### src/sv/mtep_pkg.sv
`timescale 1ns / 1ps
// Shared types, codes and constants for the MIDI track event parser.
// No dependencies.
package mtep_pkg;

  localparam int VARLEN_MAX_BYTES_DEF = 4;
  localparam int QUEUE_DEPTH = 4;

  localparam logic [7:0] MSB_MASK   = 8'h80;
  localparam logic [7:0] DATA_MASK  = 8'h7F;
  localparam logic [7:0] ST_META    = 8'hFF;
  localparam logic [7:0] ST_SYSEX   = 8'hF0;
  localparam logic [7:0] ST_ESCAPE  = 8'hF7;
  localparam logic [7:0] META_EOT   = 8'h2F;

  localparam logic [1:0] KIND_HEADER  = 2'd0;
  localparam logic [1:0] KIND_PAYLOAD = 2'd1;
  localparam logic [1:0] KIND_ERROR   = 2'd2;

  localparam logic [1:0] ERR_NONE      = 2'd0;
  localparam logic [1:0] ERR_VARLEN    = 2'd1;
  localparam logic [1:0] ERR_TRUNCATED = 2'd2;

  typedef enum logic [2:0] {
    PH_DELTA,
    PH_STATUS,
    PH_METATYPE,
    PH_LENGTH,
    PH_PAYLOAD
  } phase_t;

  typedef struct packed {
    logic [1:0]  item_kind;
    logic [31:0] abs_tick;
    logic [7:0]  status_byte;
    logic [7:0]  meta_kind;
    logic [27:0] payload_length;
    logic [7:0]  payload_byte;
    logic        last_of_event;
    logic        end_of_track;
    logic [1:0]  error_code;
  } res_t;

  typedef struct packed {
    logic [1:0] count;
    res_t       first;
    res_t       second;
  } push_t;

  function automatic res_t mk_res(input logic [1:0] kind, input logic [31:0] tick,
                                  input logic [7:0] rs, input logic [7:0] mt,
                                  input logic [27:0] plen, input logic [7:0] pbyte,
                                  input logic last, input logic eot,
                                  input logic [1:0] err);
    res_t r;
    r.item_kind      = kind;
    r.abs_tick       = tick;
    r.status_byte    = rs;
    r.meta_kind      = (rs == ST_META) ? mt : 8'h00;
    r.payload_length = plen;
    r.payload_byte   = pbyte;
    r.last_of_event  = last;
    r.end_of_track   = eot;
    r.error_code     = err;
    return r;
  endfunction

endpackage

### src/sv/midi_track_event_parser_core.sv
`timescale 1ns / 1ps
// Top level of the MIDI track event parser.
// Depends on mtep_pkg, mtep_front, mtep_queue, mtep_back.
//
// Input channel: one track byte per word with track_start / track_end marks,
// taken when data_valid is high and data_stall low.
// Output channel: result words (event header, payload byte, error), handed
// over when item_valid is high and item_stall low.
// Each byte is parsed in the cycle it is taken and gives zero, one or two
// result words, which enter a four-word queue. The words of a byte are
// written into the queue when the byte is taken and then pass through the
// output register; a second word follows the first.
// Throughput: one byte per cycle while data_stall is low; two words of a
// byte leave singly, so the queue fills; data_stall rises until it drains.
// data_stall is high while the queue holds more than two words.
// Reset clears the parse state (as at a track start) and empties the queue.
// While item_stall is high the output word holds and the queue fills.
module midi_track_event_parser_core #(
  parameter int VARLEN_MAX_BYTES = mtep_pkg::VARLEN_MAX_BYTES_DEF
) (
  input  logic        clk,
  input  logic        rst,
  input  logic        data_valid,
  output logic        data_stall,
  input  logic [7:0]  data_byte,
  input  logic        track_start,
  input  logic        track_end,
  output logic        item_valid,
  input  logic        item_stall,
  output logic [1:0]  item_kind,
  output logic [31:0] abs_tick,
  output logic [7:0]  status_byte,
  output logic [7:0]  meta_kind,
  output logic [27:0] payload_length,
  output logic [7:0]  payload_byte,
  output logic        last_of_event,
  output logic        end_of_track,
  output logic [1:0]  error_code
);

  mtep_pkg::push_t push;
  mtep_pkg::res_t  head, item;
  logic            nonempty, full, pop, accept;

  assign data_stall = full;
  assign accept     = data_valid && !full;

  mtep_front #(.VARLEN_MAX_BYTES(VARLEN_MAX_BYTES)) u_front (
    .clk(clk), .rst(rst), .accept(accept), .data_byte(data_byte),
    .track_start(track_start), .track_end(track_end), .push(push)
  );

  mtep_queue u_queue (
    .clk(clk), .rst(rst), .push(push), .pop(pop),
    .head(head), .nonempty(nonempty), .full(full)
  );

  mtep_back u_back (
    .clk(clk), .rst(rst), .head(head), .nonempty(nonempty), .pop(pop),
    .item_stall(item_stall), .item_valid(item_valid), .item(item)
  );

  assign item_kind      = item.item_kind;
  assign abs_tick       = item.abs_tick;
  assign status_byte    = item.status_byte;
  assign meta_kind      = item.meta_kind;
  assign payload_length = item.payload_length;
  assign payload_byte   = item.payload_byte;
  assign last_of_event  = item.last_of_event;
  assign end_of_track   = item.end_of_track;
  assign error_code     = item.error_code;

endmodule

### src/sv/mtep_front.sv
`timescale 1ns / 1ps
// Front end: byte classifier and parse state, up to two result words per byte.
// Depends on mtep_pkg.
module mtep_front #(
  parameter int VARLEN_MAX_BYTES = mtep_pkg::VARLEN_MAX_BYTES_DEF
) (
  input  logic               clk,
  input  logic               rst,
  input  logic               accept,
  input  logic [7:0]         data_byte,
  input  logic               track_start,
  input  logic               track_end,
  output mtep_pkg::push_t    push
);

  mtep_pkg::phase_t phase, phase_next;
  logic [27:0] varlen_accum, varlen_accum_next;
  logic [1:0]  varlen_count, varlen_count_next;
  logic [7:0]  running_status, running_status_next;
  logic [7:0]  meta_type, meta_type_next;
  logic [31:0] tick_total, tick_total_next;
  logic [27:0] payload_left, payload_left_next;
  logic        track_done, track_done_next;

  always_comb begin
    mtep_pkg::res_t r [2];
    logic [1:0]  n;
    logic        again, stop, lastp, eot, running;
    logic [7:0]  st;
    logic [27:0] len;
    logic [32:0] sum;
    mtep_pkg::phase_t ph;
    logic [27:0] acc, left;
    logic [1:0]  cnt;
    logic [7:0]  rs, mt;
    logic [31:0] tick;
    logic        done;

    ph = phase; acc = varlen_accum; cnt = varlen_count; rs = running_status;
    mt = meta_type; tick = tick_total; left = payload_left; done = track_done;
    r[0] = '0; r[1] = '0; n = 2'd0;
    again = 1'b1; stop = 1'b0; lastp = 1'b0;
    st = 8'h00; len = 28'd0; sum = 33'd0; eot = 1'b0; running = 1'b0;

    if (track_start) begin
      ph = mtep_pkg::PH_DELTA; acc = '0; cnt = '0; rs = '0; mt = '0;
      tick = '0; left = '0; done = 1'b0;
    end

    if (!done) begin
      for (int p = 0; p < 2; p++) begin
        if (again && !stop) begin
          again = 1'b0;
          case (ph)
            mtep_pkg::PH_DELTA, mtep_pkg::PH_LENGTH: begin
              acc = {acc[20:0], data_byte[6:0]};
              if (!data_byte[7]) begin
                if (ph == mtep_pkg::PH_DELTA) begin
                  sum  = {1'b0, tick} + {5'b0, acc};
                  tick = sum[32] ? 32'hFFFF_FFFF : sum[31:0];
                  acc = '0; cnt = '0;
                  ph = mtep_pkg::PH_STATUS;
                end else begin
                  len = acc; acc = '0; cnt = '0;
                  eot = (rs == mtep_pkg::ST_META) && (mt == mtep_pkg::META_EOT);
                  if (len == 28'd0) begin
                    r[n[0]] = mtep_pkg::mk_res(mtep_pkg::KIND_HEADER, tick, rs, mt, 28'd0,
                                               8'h00, 1'b1, eot, mtep_pkg::ERR_NONE);
                    n = n + 2'd1;
                    if (eot) done = 1'b1;
                    ph = mtep_pkg::PH_DELTA; left = '0;
                  end else begin
                    r[n[0]] = mtep_pkg::mk_res(mtep_pkg::KIND_HEADER, tick, rs, mt, len,
                                               8'h00, 1'b0, eot, mtep_pkg::ERR_NONE);
                    n = n + 2'd1;
                    left = len;
                    ph = mtep_pkg::PH_PAYLOAD;
                  end
                end
              end else if (({1'b0, cnt} + 3'd1) >= 3'(VARLEN_MAX_BYTES)) begin
                r[n[0]] = mtep_pkg::mk_res(mtep_pkg::KIND_ERROR, tick, rs, mt, 28'd0,
                                           8'h00, 1'b1, 1'b0, mtep_pkg::ERR_VARLEN);
                n = n + 2'd1;
                done = 1'b1;
                stop = 1'b1;
              end else begin
                cnt = cnt + 2'd1;
              end
            end
            mtep_pkg::PH_STATUS: begin
              running = !data_byte[7];
              if (!running) rs = data_byte;
              st = rs;
              if (st == mtep_pkg::ST_META) begin
                ph = mtep_pkg::PH_METATYPE;
              end else if (st == mtep_pkg::ST_SYSEX || st == mtep_pkg::ST_ESCAPE) begin
                ph = mtep_pkg::PH_LENGTH; acc = '0; cnt = '0;
              end else if (st[7:4] == 4'hF) begin
                r[n[0]] = mtep_pkg::mk_res(mtep_pkg::KIND_HEADER, tick, rs, mt, 28'd0,
                                           8'h00, 1'b1, 1'b0, mtep_pkg::ERR_NONE);
                n = n + 2'd1;
                ph = mtep_pkg::PH_DELTA; acc = '0; cnt = '0; left = '0;
              end else begin
                len = (st[7:4] inside {4'hC, 4'hD} || !st[7]) ? 28'd1 : 28'd2;
                r[n[0]] = mtep_pkg::mk_res(mtep_pkg::KIND_HEADER, tick, rs, mt, len,
                                           8'h00, 1'b0, 1'b0, mtep_pkg::ERR_NONE);
                n = n + 2'd1;
                left = len;
                ph = mtep_pkg::PH_PAYLOAD;
              end
              again = running;
            end
            mtep_pkg::PH_METATYPE: begin
              mt = data_byte;
              ph = mtep_pkg::PH_LENGTH; acc = '0; cnt = '0;
            end
            mtep_pkg::PH_PAYLOAD: begin
              eot = (rs == mtep_pkg::ST_META) && (mt == mtep_pkg::META_EOT);
              if (left == 28'd0) begin
                if (eot) done = 1'b1;
                ph = mtep_pkg::PH_DELTA; acc = '0; cnt = '0; left = '0;
                again = 1'b1;
              end else begin
                left = left - 28'd1;
                r[n[0]] = mtep_pkg::mk_res(mtep_pkg::KIND_PAYLOAD, tick, rs, mt, 28'd0,
                                           data_byte, left == 28'd0, eot,
                                           mtep_pkg::ERR_NONE);
                n = n + 2'd1;
                lastp = 1'b1;
                if (left == 28'd0) begin
                  if (eot) done = 1'b1;
                  ph = mtep_pkg::PH_DELTA; acc = '0; cnt = '0;
                end
              end
            end
            default: begin
              ph = mtep_pkg::PH_DELTA; acc = '0; cnt = '0; left = '0;
              again = 1'b1;
            end
          endcase
        end
      end
    end

    if (track_end && !stop) begin
      if (!done && !(ph == mtep_pkg::PH_DELTA && cnt == 2'd0)) begin
        if (lastp && n != 2'd0) n = n - 2'd1;
        r[n[0]] = mtep_pkg::mk_res(mtep_pkg::KIND_ERROR, tick, rs, mt, left,
                                   lastp ? data_byte : 8'h00, 1'b1, 1'b0,
                                   mtep_pkg::ERR_TRUNCATED);
        n = n + 2'd1;
      end
      done = 1'b1;
    end

    push.count  = accept ? n : 2'd0;
    push.first  = r[0];
    push.second = r[1];
    phase_next = ph; varlen_accum_next = acc; varlen_count_next = cnt;
    running_status_next = rs; meta_type_next = mt; tick_total_next = tick;
    payload_left_next = left; track_done_next = done;
  end

  always_ff @(posedge clk) begin
    if (rst) begin
      phase          <= mtep_pkg::PH_DELTA;
      varlen_accum   <= '0;
      varlen_count   <= '0;
      running_status <= '0;
      meta_type      <= '0;
      tick_total     <= '0;
      payload_left   <= '0;
      track_done     <= 1'b0;
    end else if (accept) begin
      phase          <= phase_next;
      varlen_accum   <= varlen_accum_next;
      varlen_count   <= varlen_count_next;
      running_status <= running_status_next;
      meta_type      <= meta_type_next;
      tick_total     <= tick_total_next;
      payload_left   <= payload_left_next;
      track_done     <= track_done_next;
    end
  end

endmodule

### src/sv/mtep_queue.sv
`timescale 1ns / 1ps
// Result word queue between front and back: two writes, one read per cycle.
// Depends on mtep_pkg.
module mtep_queue (
  input  logic              clk,
  input  logic              rst,
  input  mtep_pkg::push_t   push,
  input  logic              pop,
  output mtep_pkg::res_t    head,
  output logic              nonempty,
  output logic              full
);

  localparam int AW = $clog2(mtep_pkg::QUEUE_DEPTH);
  localparam int CW = $clog2(mtep_pkg::QUEUE_DEPTH + 1);

  mtep_pkg::res_t mem [mtep_pkg::QUEUE_DEPTH];
  logic [AW-1:0] wr_ptr, rd_ptr;
  logic [CW-1:0] count;
  logic [AW-1:0] wr_ptr1;

  assign wr_ptr1  = wr_ptr + AW'(1);
  assign head     = mem[rd_ptr];
  assign nonempty = (count != '0);
  assign full     = (count > CW'(mtep_pkg::QUEUE_DEPTH - 2));

  always_ff @(posedge clk) begin
    if (push.count != 2'd0) mem[wr_ptr] <= push.first;
    if (push.count == 2'd2) mem[wr_ptr1] <= push.second;
  end

  always_ff @(posedge clk) begin
    if (rst) begin
      wr_ptr <= '0;
      rd_ptr <= '0;
      count  <= '0;
    end else begin
      wr_ptr <= wr_ptr + AW'(push.count);
      rd_ptr <= rd_ptr + AW'(pop);
      count  <= count + CW'(push.count) - CW'(pop);
    end
  end

  a_count_bound: assert property (@(posedge clk) disable iff (rst)
    count <= CW'(mtep_pkg::QUEUE_DEPTH)) else $error("queue overfilled");
  a_no_underflow: assert property (@(posedge clk) disable iff (rst)
    pop |-> nonempty) else $error("pop from empty queue");
  a_push_room: assert property (@(posedge clk) disable iff (rst)
    (push.count != 2'd0) |-> !full) else $error("push without room");

endmodule

### src/sv/mtep_back.sv
`timescale 1ns / 1ps
// Back end: output register that drains the result queue.
// Depends on mtep_pkg.
module mtep_back (
  input  logic             clk,
  input  logic             rst,
  input  mtep_pkg::res_t   head,
  input  logic             nonempty,
  output logic             pop,
  input  logic             item_stall,
  output logic             item_valid,
  output mtep_pkg::res_t   item
);

  assign pop = nonempty && (!item_valid || !item_stall);

  always_ff @(posedge clk) begin
    if (rst) begin
      item_valid <= 1'b0;
    end else if (!item_valid || !item_stall) begin
      item_valid <= nonempty;
    end
  end

  always_ff @(posedge clk) begin
    if (pop) item <= head;
  end

endmodule

### config.mk
export PLATFORM = sky130hd
export DESIGN_NAME = midi_track_event_parser_core
export DESIGN_NICKNAME = d
export VERILOG_FILES = /design/src/sv/mtep_pkg.sv /design/src/sv/midi_track_event_parser_core.sv /design/src/sv/mtep_front.sv /design/src/sv/mtep_queue.sv /design/src/sv/mtep_back.sv
export SDC_FILE = /design/constraint.sdc
export NUM_CORES = 1
export LEC_CHECK = 0
export BUFFER_PORTS_ARGS = -buffer_cell sky130_fd_sc_hd__buf_2
export CAP_MARGIN = 10
export CORE_ASPECT_RATIO = 0.5
export CORE_MARGIN = 4
export CORE_UTILIZATION = 45
export CTS_BUF_LIST = sky130_fd_sc_hd__clkbuf_4
export CTS_CLUSTER_DIAMETER = 120
export DETAILED_ROUTE_END_ITERATION = 12
export PLACE_DENSITY_LB_ADDON = 0.08
export SLEW_MARGIN = 0
export SYNTH_ARGS = -nofsm -noshare
export SYNTH_HDL_FRONTEND = slang
export SYNTH_SLANG_ARGS = --single-unit
### constraint.sdc
create_clock -name clk -period 15.35 [get_ports clk]
set_input_delay 2.3025 -clock clk [delete_from_list [all_inputs] [get_ports clk]]
set_output_delay 2.3025 -clock clk [all_outputs]
set_load 0.02 [all_outputs]
# After elaboration in Yosys (flattened, before gate mapping)
# Memory sizes are Yosys's and may differ from the RTL's. A register that Yosys moved wholly into a read port is not among the register bits.
# Index checks and enable logic that the tools add are counted.
[op_classes]
add_sub_neg = 16
n_eq_ne = 26
n_bitwise = 2
muxes = 216
n_reduce_logical = 44
order_cmp = 7
[op_table]
columns = ["operator", "count"]
rows = [
  ["180-bit 2-to-1 mux", 12],
  ["180-bit bitwise mux", 7],
  ["28-bit 2-to-1 mux", 34],
  ["90-bit 2-to-1 mux", 6],
  ["180-bit one-hot mux with 3 select lines", 1],
  ["32-bit 2-to-1 mux", 12],
  ["90-bit one-hot mux with 3 select lines", 1],
  ["28-bit one-hot mux with 4 select lines", 2],
  ["8-bit 2-to-1 mux", 24],
  ["90-bit demux with 1-bit select", 2],
  ["88-bit 2-to-1 mux", 2],
  ["28-bit zero test", 6],
  ["28-bit one-hot mux with 3 select lines", 2],
  ["89-bit 2-to-1 mux", 1],
  ["40-bit 2-to-1 mux", 2],
  ["2-bit 2-to-1 mux", 37],
  ["8-bit equality test, second input constant", 9],
  ["32-bit by 28-bit adder with 33-bit output", 2],
  ["3-bit 2-to-1 mux", 20],
  ["28-bit by 1-bit subtractor with 28-bit output, second input constant", 2],
  ["1-bit 2-to-1 mux", 42],
  ["4-bit equality test, second input constant", 6],
  ["2-bit one-hot mux with 3 select lines", 4],
  ["3-bit one-hot mux with 4 select lines", 2],
  ["28 further kinds", 73],
]
[word_totals]
mem_count = 1
wordCells = 324
mem_bits_rw = 360
in_bits = 14
out_inout_bits = 92
reg_bits = 118
[memory_table]
columns = ["name", "depth", "width", "read_ports", "rd_clocked_by_memory_dff", "write_ports", "line", "rtl"]
rows = [
  ["u_queue.mem", 4, 90, 1, 1, 2, "mtep_queue.sv:17", "mtep_pkg::res_t mem [mtep_pkg::QUEUE_DEPTH];"],
]

# Depth between registers and ports, before layout
[logic_depth]
word_depth = 35
mapped_depth = 45
depth_no_buf = 34

# By module
# Synthesis repeated with hierarchy kept, for this count alone.
[hier_totals]
hier_cells = 3231
area_unflattened_um2 = 35052.4
[by_module_without_submodules]
columns = ["module", "area_each_um2", "instances", "cells_per_inst", "seq_area_each_um2"]
rows = [
  ["mtep_queue", 17723.2, 1, 913, 10950.5],
  ["mtep_front", 14576.5, 1, 2223, 2062.0],
  ["mtep_back", 2738.9, 1, 94, 2722.6],
  ["midi_track_event_parser_core", 13.8, 1, 1, 0.0],
]

# Worst setup path after synthesis
# No wires, ideal clock.
[synth_path]
kind = "input-to-reg"
startpoint = "input port track_start"
endpoint = "memory u_queue.mem[0][0] (netlist bit) (enable)"
arrival_ps = 14936
cell_stages = 28
path_slack_ps = -256
path_cell_list = "buf_2 -> clkinv_1 -> clkbuf_1 -> nand2_1 -> ha_1 -> clkbuf_1 -> or3b_2 -> o31a_1 -> a2111oi_0 -> o2111ai_1 -> or3_1 -> or4_1 -> buf_2 -> a221o_1 -> clkbuf_1 -> nand2b_1 -> ha_1 -> nand3b_1 -> a32o_1 -> buf_2 -> ha_1 -> a21oi_1 -> or3_1 -> a21boi_0 -> nor2_1 -> a32o_1 -> nor2_1 -> o31ai_1"
[synth_rtl]
columns = ["element", "line", "rtl"]
rows = [
  ["start, declared", "midi_track_event_parser_core.sv:26", "input logic track_start,"],
  ["end, declared", "mtep_queue.sv:17", ""],
]

==> results.md <==
- Area growth syn-to-layout: 9.63%
- Worst setup EP type: flop
- Type of origin of the critical path: primary input
- Antenna violations before repair: 7
- Crit Path Max Fanout: approximately 50
- Overflow after GRT: 0
- Synth top area share: 0.382
- CTS tree: yes
- Cts hold-fix bufs: 0
- Final wirelength: 144000 µm
- Max Slew Vio Count: 0
- Post-synth EDFFs: 450
- Routed wire per std cell: roughly 30 µm
- Leakage Power: 0.0137 µW
- IO Pins: 106
- Gr usage total: 0.340
- Min cycle time layout: 11.65 ns
- Die width: approximately 400 µm
- CP most frequent cell: a21oi_1
- Worst slew pin tran: 1.32 ns
- Cell taking the most area after synthesis: edfxtp_1
- Routability cong.: between 0.9 and 1
- Gr busiest metal: met1
- Cell Pwr Density: 167 nW/µm²
- Post-synth top flop: edfxtp_1
- CP max stage delay: 0.69 ns
- Largest net degree at the start of global routing: 84
- Final ANT Viol Nets: 0
- Critical-path top delay cell: or4_1
- Final setup viols: 0
- CTS buffer count: 139
- Clock sinks: 561
- Tcrit/Tclk final: 0.759
- Clk buf depth: 3
- Critical path class: primary input to flop
- Clock skew: 0.0899 ns
- Worst-skew pair later-pin latency: 1.01 ns
- Critical path data arrival time: 12.39 ns
- Clk root buf: clkbuf_4
- Area share of fa/ha/maj cells after synthesis: 0.0272
- RSZ-0062 raised after global routing: no
- Via density per instance: 6.71
- Seq/Total Area, Yosys: 0.445
- GR Util met3: 0.106
- Commonest cells after routing, fill and taps aside: 450 x edfxtp_1, 336 x nor2_1, 318 x nand2_1
- Largest family of logic cells by synthesized area: compound AO/OA/AOI/OAI gates
- Top cells by area, synth: edfxtp_1 38%, dfxtp_1 6.3%, mux4_2 5.7%
- Count of input and output buffers: 105
- Die area: about 83000 µm²
- Max Clk Rate: 85.8 MHz
- Synth Area in Compound Gates: 0.222
- Core area: 77600 µm²
- DP HPWL: around 97000 µm
- TNS Setup: 0 ns
- Die Height: 206 µm
- Post-Synth Simple-Gate Area: 0.158
- Vias: 32.4k
- Number of H-tree levels: 4
- GR Layer Usage met1: 0.489
- Critical path required time: ~16 ns
- Distinct cells, synth: 108
- Postcts setup bufs: 0
- First-pass GRT wire length: 209000 µm
- CTS clk-pin slew, worst paths: 0.09 ns
- Cts repair resizes: 0
- DRC errors left: 0
- Hold Slack: 0.466 ns
- Hold Vio Cnt, Final: 0
- Max VDD drop: 0.108 mV
- Most common cell after layout, fill and taps aside: edfxtp_1
- Layout Nets: between 3k and 4k
- Vias in the first global route: 30.2k
- Seq cells post-synth: 561
- Num rows: 72
- Post-synthesis instance total: 3632
- Share of post-route cells with drive strength above 1: 0.168
- MaxCap Viol Count: 0
- Slew margin rel.: 0.114
- Initial DRC count: 4568
- Ys Warns: 0
- XOR/XNOR Fraction of Synth Area: 0.0187
- Overall power: 6470 µW
- Syn Area/Cell: 9.74 µm²
- Tightest Hold Check Type: flop to flop
- # fillers: 7240
- Mapped Nets: 3721
- GR Util met2: 0.480
- First-pass DRT Iterations: 7
- Synth Cell Area: 35400 µm²
- Starting Density: 0.456
- Synth async-reset ratio: 0
- Status: complete, no violations
- Mux share of post-synthesis cell area: 0.0858
-- metrics by stage --
step	setup WS [ns]	cells	utilization	instance area [µm²]
2_1_floorplan	-0.256	3632	-	35400
3_3_place_gp	3.31	4583	0.477	37000
3_5_place_dp	3.02	4583	0.477	37000
4_1_cts	4.05	4831	0.500	38800
5_1_grt	3.14	4833	0.500	38800
6_report	3.70	4834	0.500	38800
-- area by class of cell --
cell class	instances	area, µm²	area share
well taps	1036	1300	0.0334
multi-input cells	2690	18300	0.472
flip-flops and latches	561	15700	0.406
clock buffers	212	1590	0.0410
inverters	91	342	0.00881
clock inverters	36	210	0.00542
repair buffers	205	1280	0.0330
diodes	3	7.51	0.000194
-- worst paths after layout --
kind,from,endpoint,slack (ns),cells past startpoint
max,track_start,u_queue.mem[0][80]$_DFFE_PP_,3.70,32
min,u_front.tick_total[27]$_SDFFE_PP0P_,u_front.tick_total[27]$_SDFFE_PP0P_,0.47,2
max reg2reg,u_front.tick_total[0]$_SDFFE_PP0P_,u_queue.mem[1][77]$_DFFE_PP_,5.38,35
min reg2reg,u_front.tick_total[27]$_SDFFE_PP0P_,u_front.tick_total[27]$_SDFFE_PP0P_,0.47,2
-- kinds of logic after synthesis --
logic type	Yosys count
buf+inv	381
flops	561
compound gates	1181
fa+ha+maj	75
xor+xnor	73
simple gates	1173
mux	188
-- registers in the layout (all words and copies together) (netlist names), 2 cells and up --
signal                  count
u_back.item                90
u_front.meta_type           8
u_front.payload_left       28
u_front.phase               3
u_front.running_status      8
u_front.tick_total         32
u_front.varlen_accum       21
u_front.varlen_count        2
u_queue.count               3
u_queue.mem               360
u_queue.rd_ptr              2
u_queue.wr_ptr              2
-- cells in the mapped netlist (24+ instances only) --
library cell,n
ha_1,72
xnor2_1,47
o211ai_1,44
nand3_1,90
o21a_1,44
clkbuf_1,199
nand2b_1,38
a211oi_1,56
dfxtp_1,111
o2bb2ai_1,25
a22oi_1,37
nor2b_1,66
mux4_2,90
o22ai_1,116
and3_1,24
a21oi_1,267
a31oi_1,37
nor3_1,111
nor4_1,25
a21o_1,37
edfxtp_1,450
or2_2,25
buf_1,27
o21ai_0,223
or3_1,28
nor2_1,345
mux2i_1,75
inv_1,89
nand4_1,25
nand2_1,320
o221ai_1,31
buf_2,50
o31ai_1,32
-- layer usage --
metal  routed length, µm  vias up
li1                    -    14100
met1               61700    15900
met2               58500     2084
met3               18700      345
met4                5380        8
met5                  54        -
-- critical path, delay by kind of cell --
kind,cells,cell delay [ns]
compound gates,19,4.76
fa+ha+maj,2,1.00
buf+inv,5,1.55
simple gates,6,2.69
-- power breakdown --
part           internal, µW  switching [µW]
Combinational           906            1940
Sequential             2130             166
Clock                   665             665
Total                  3700            2770
(Power assumes the default switching activity.)
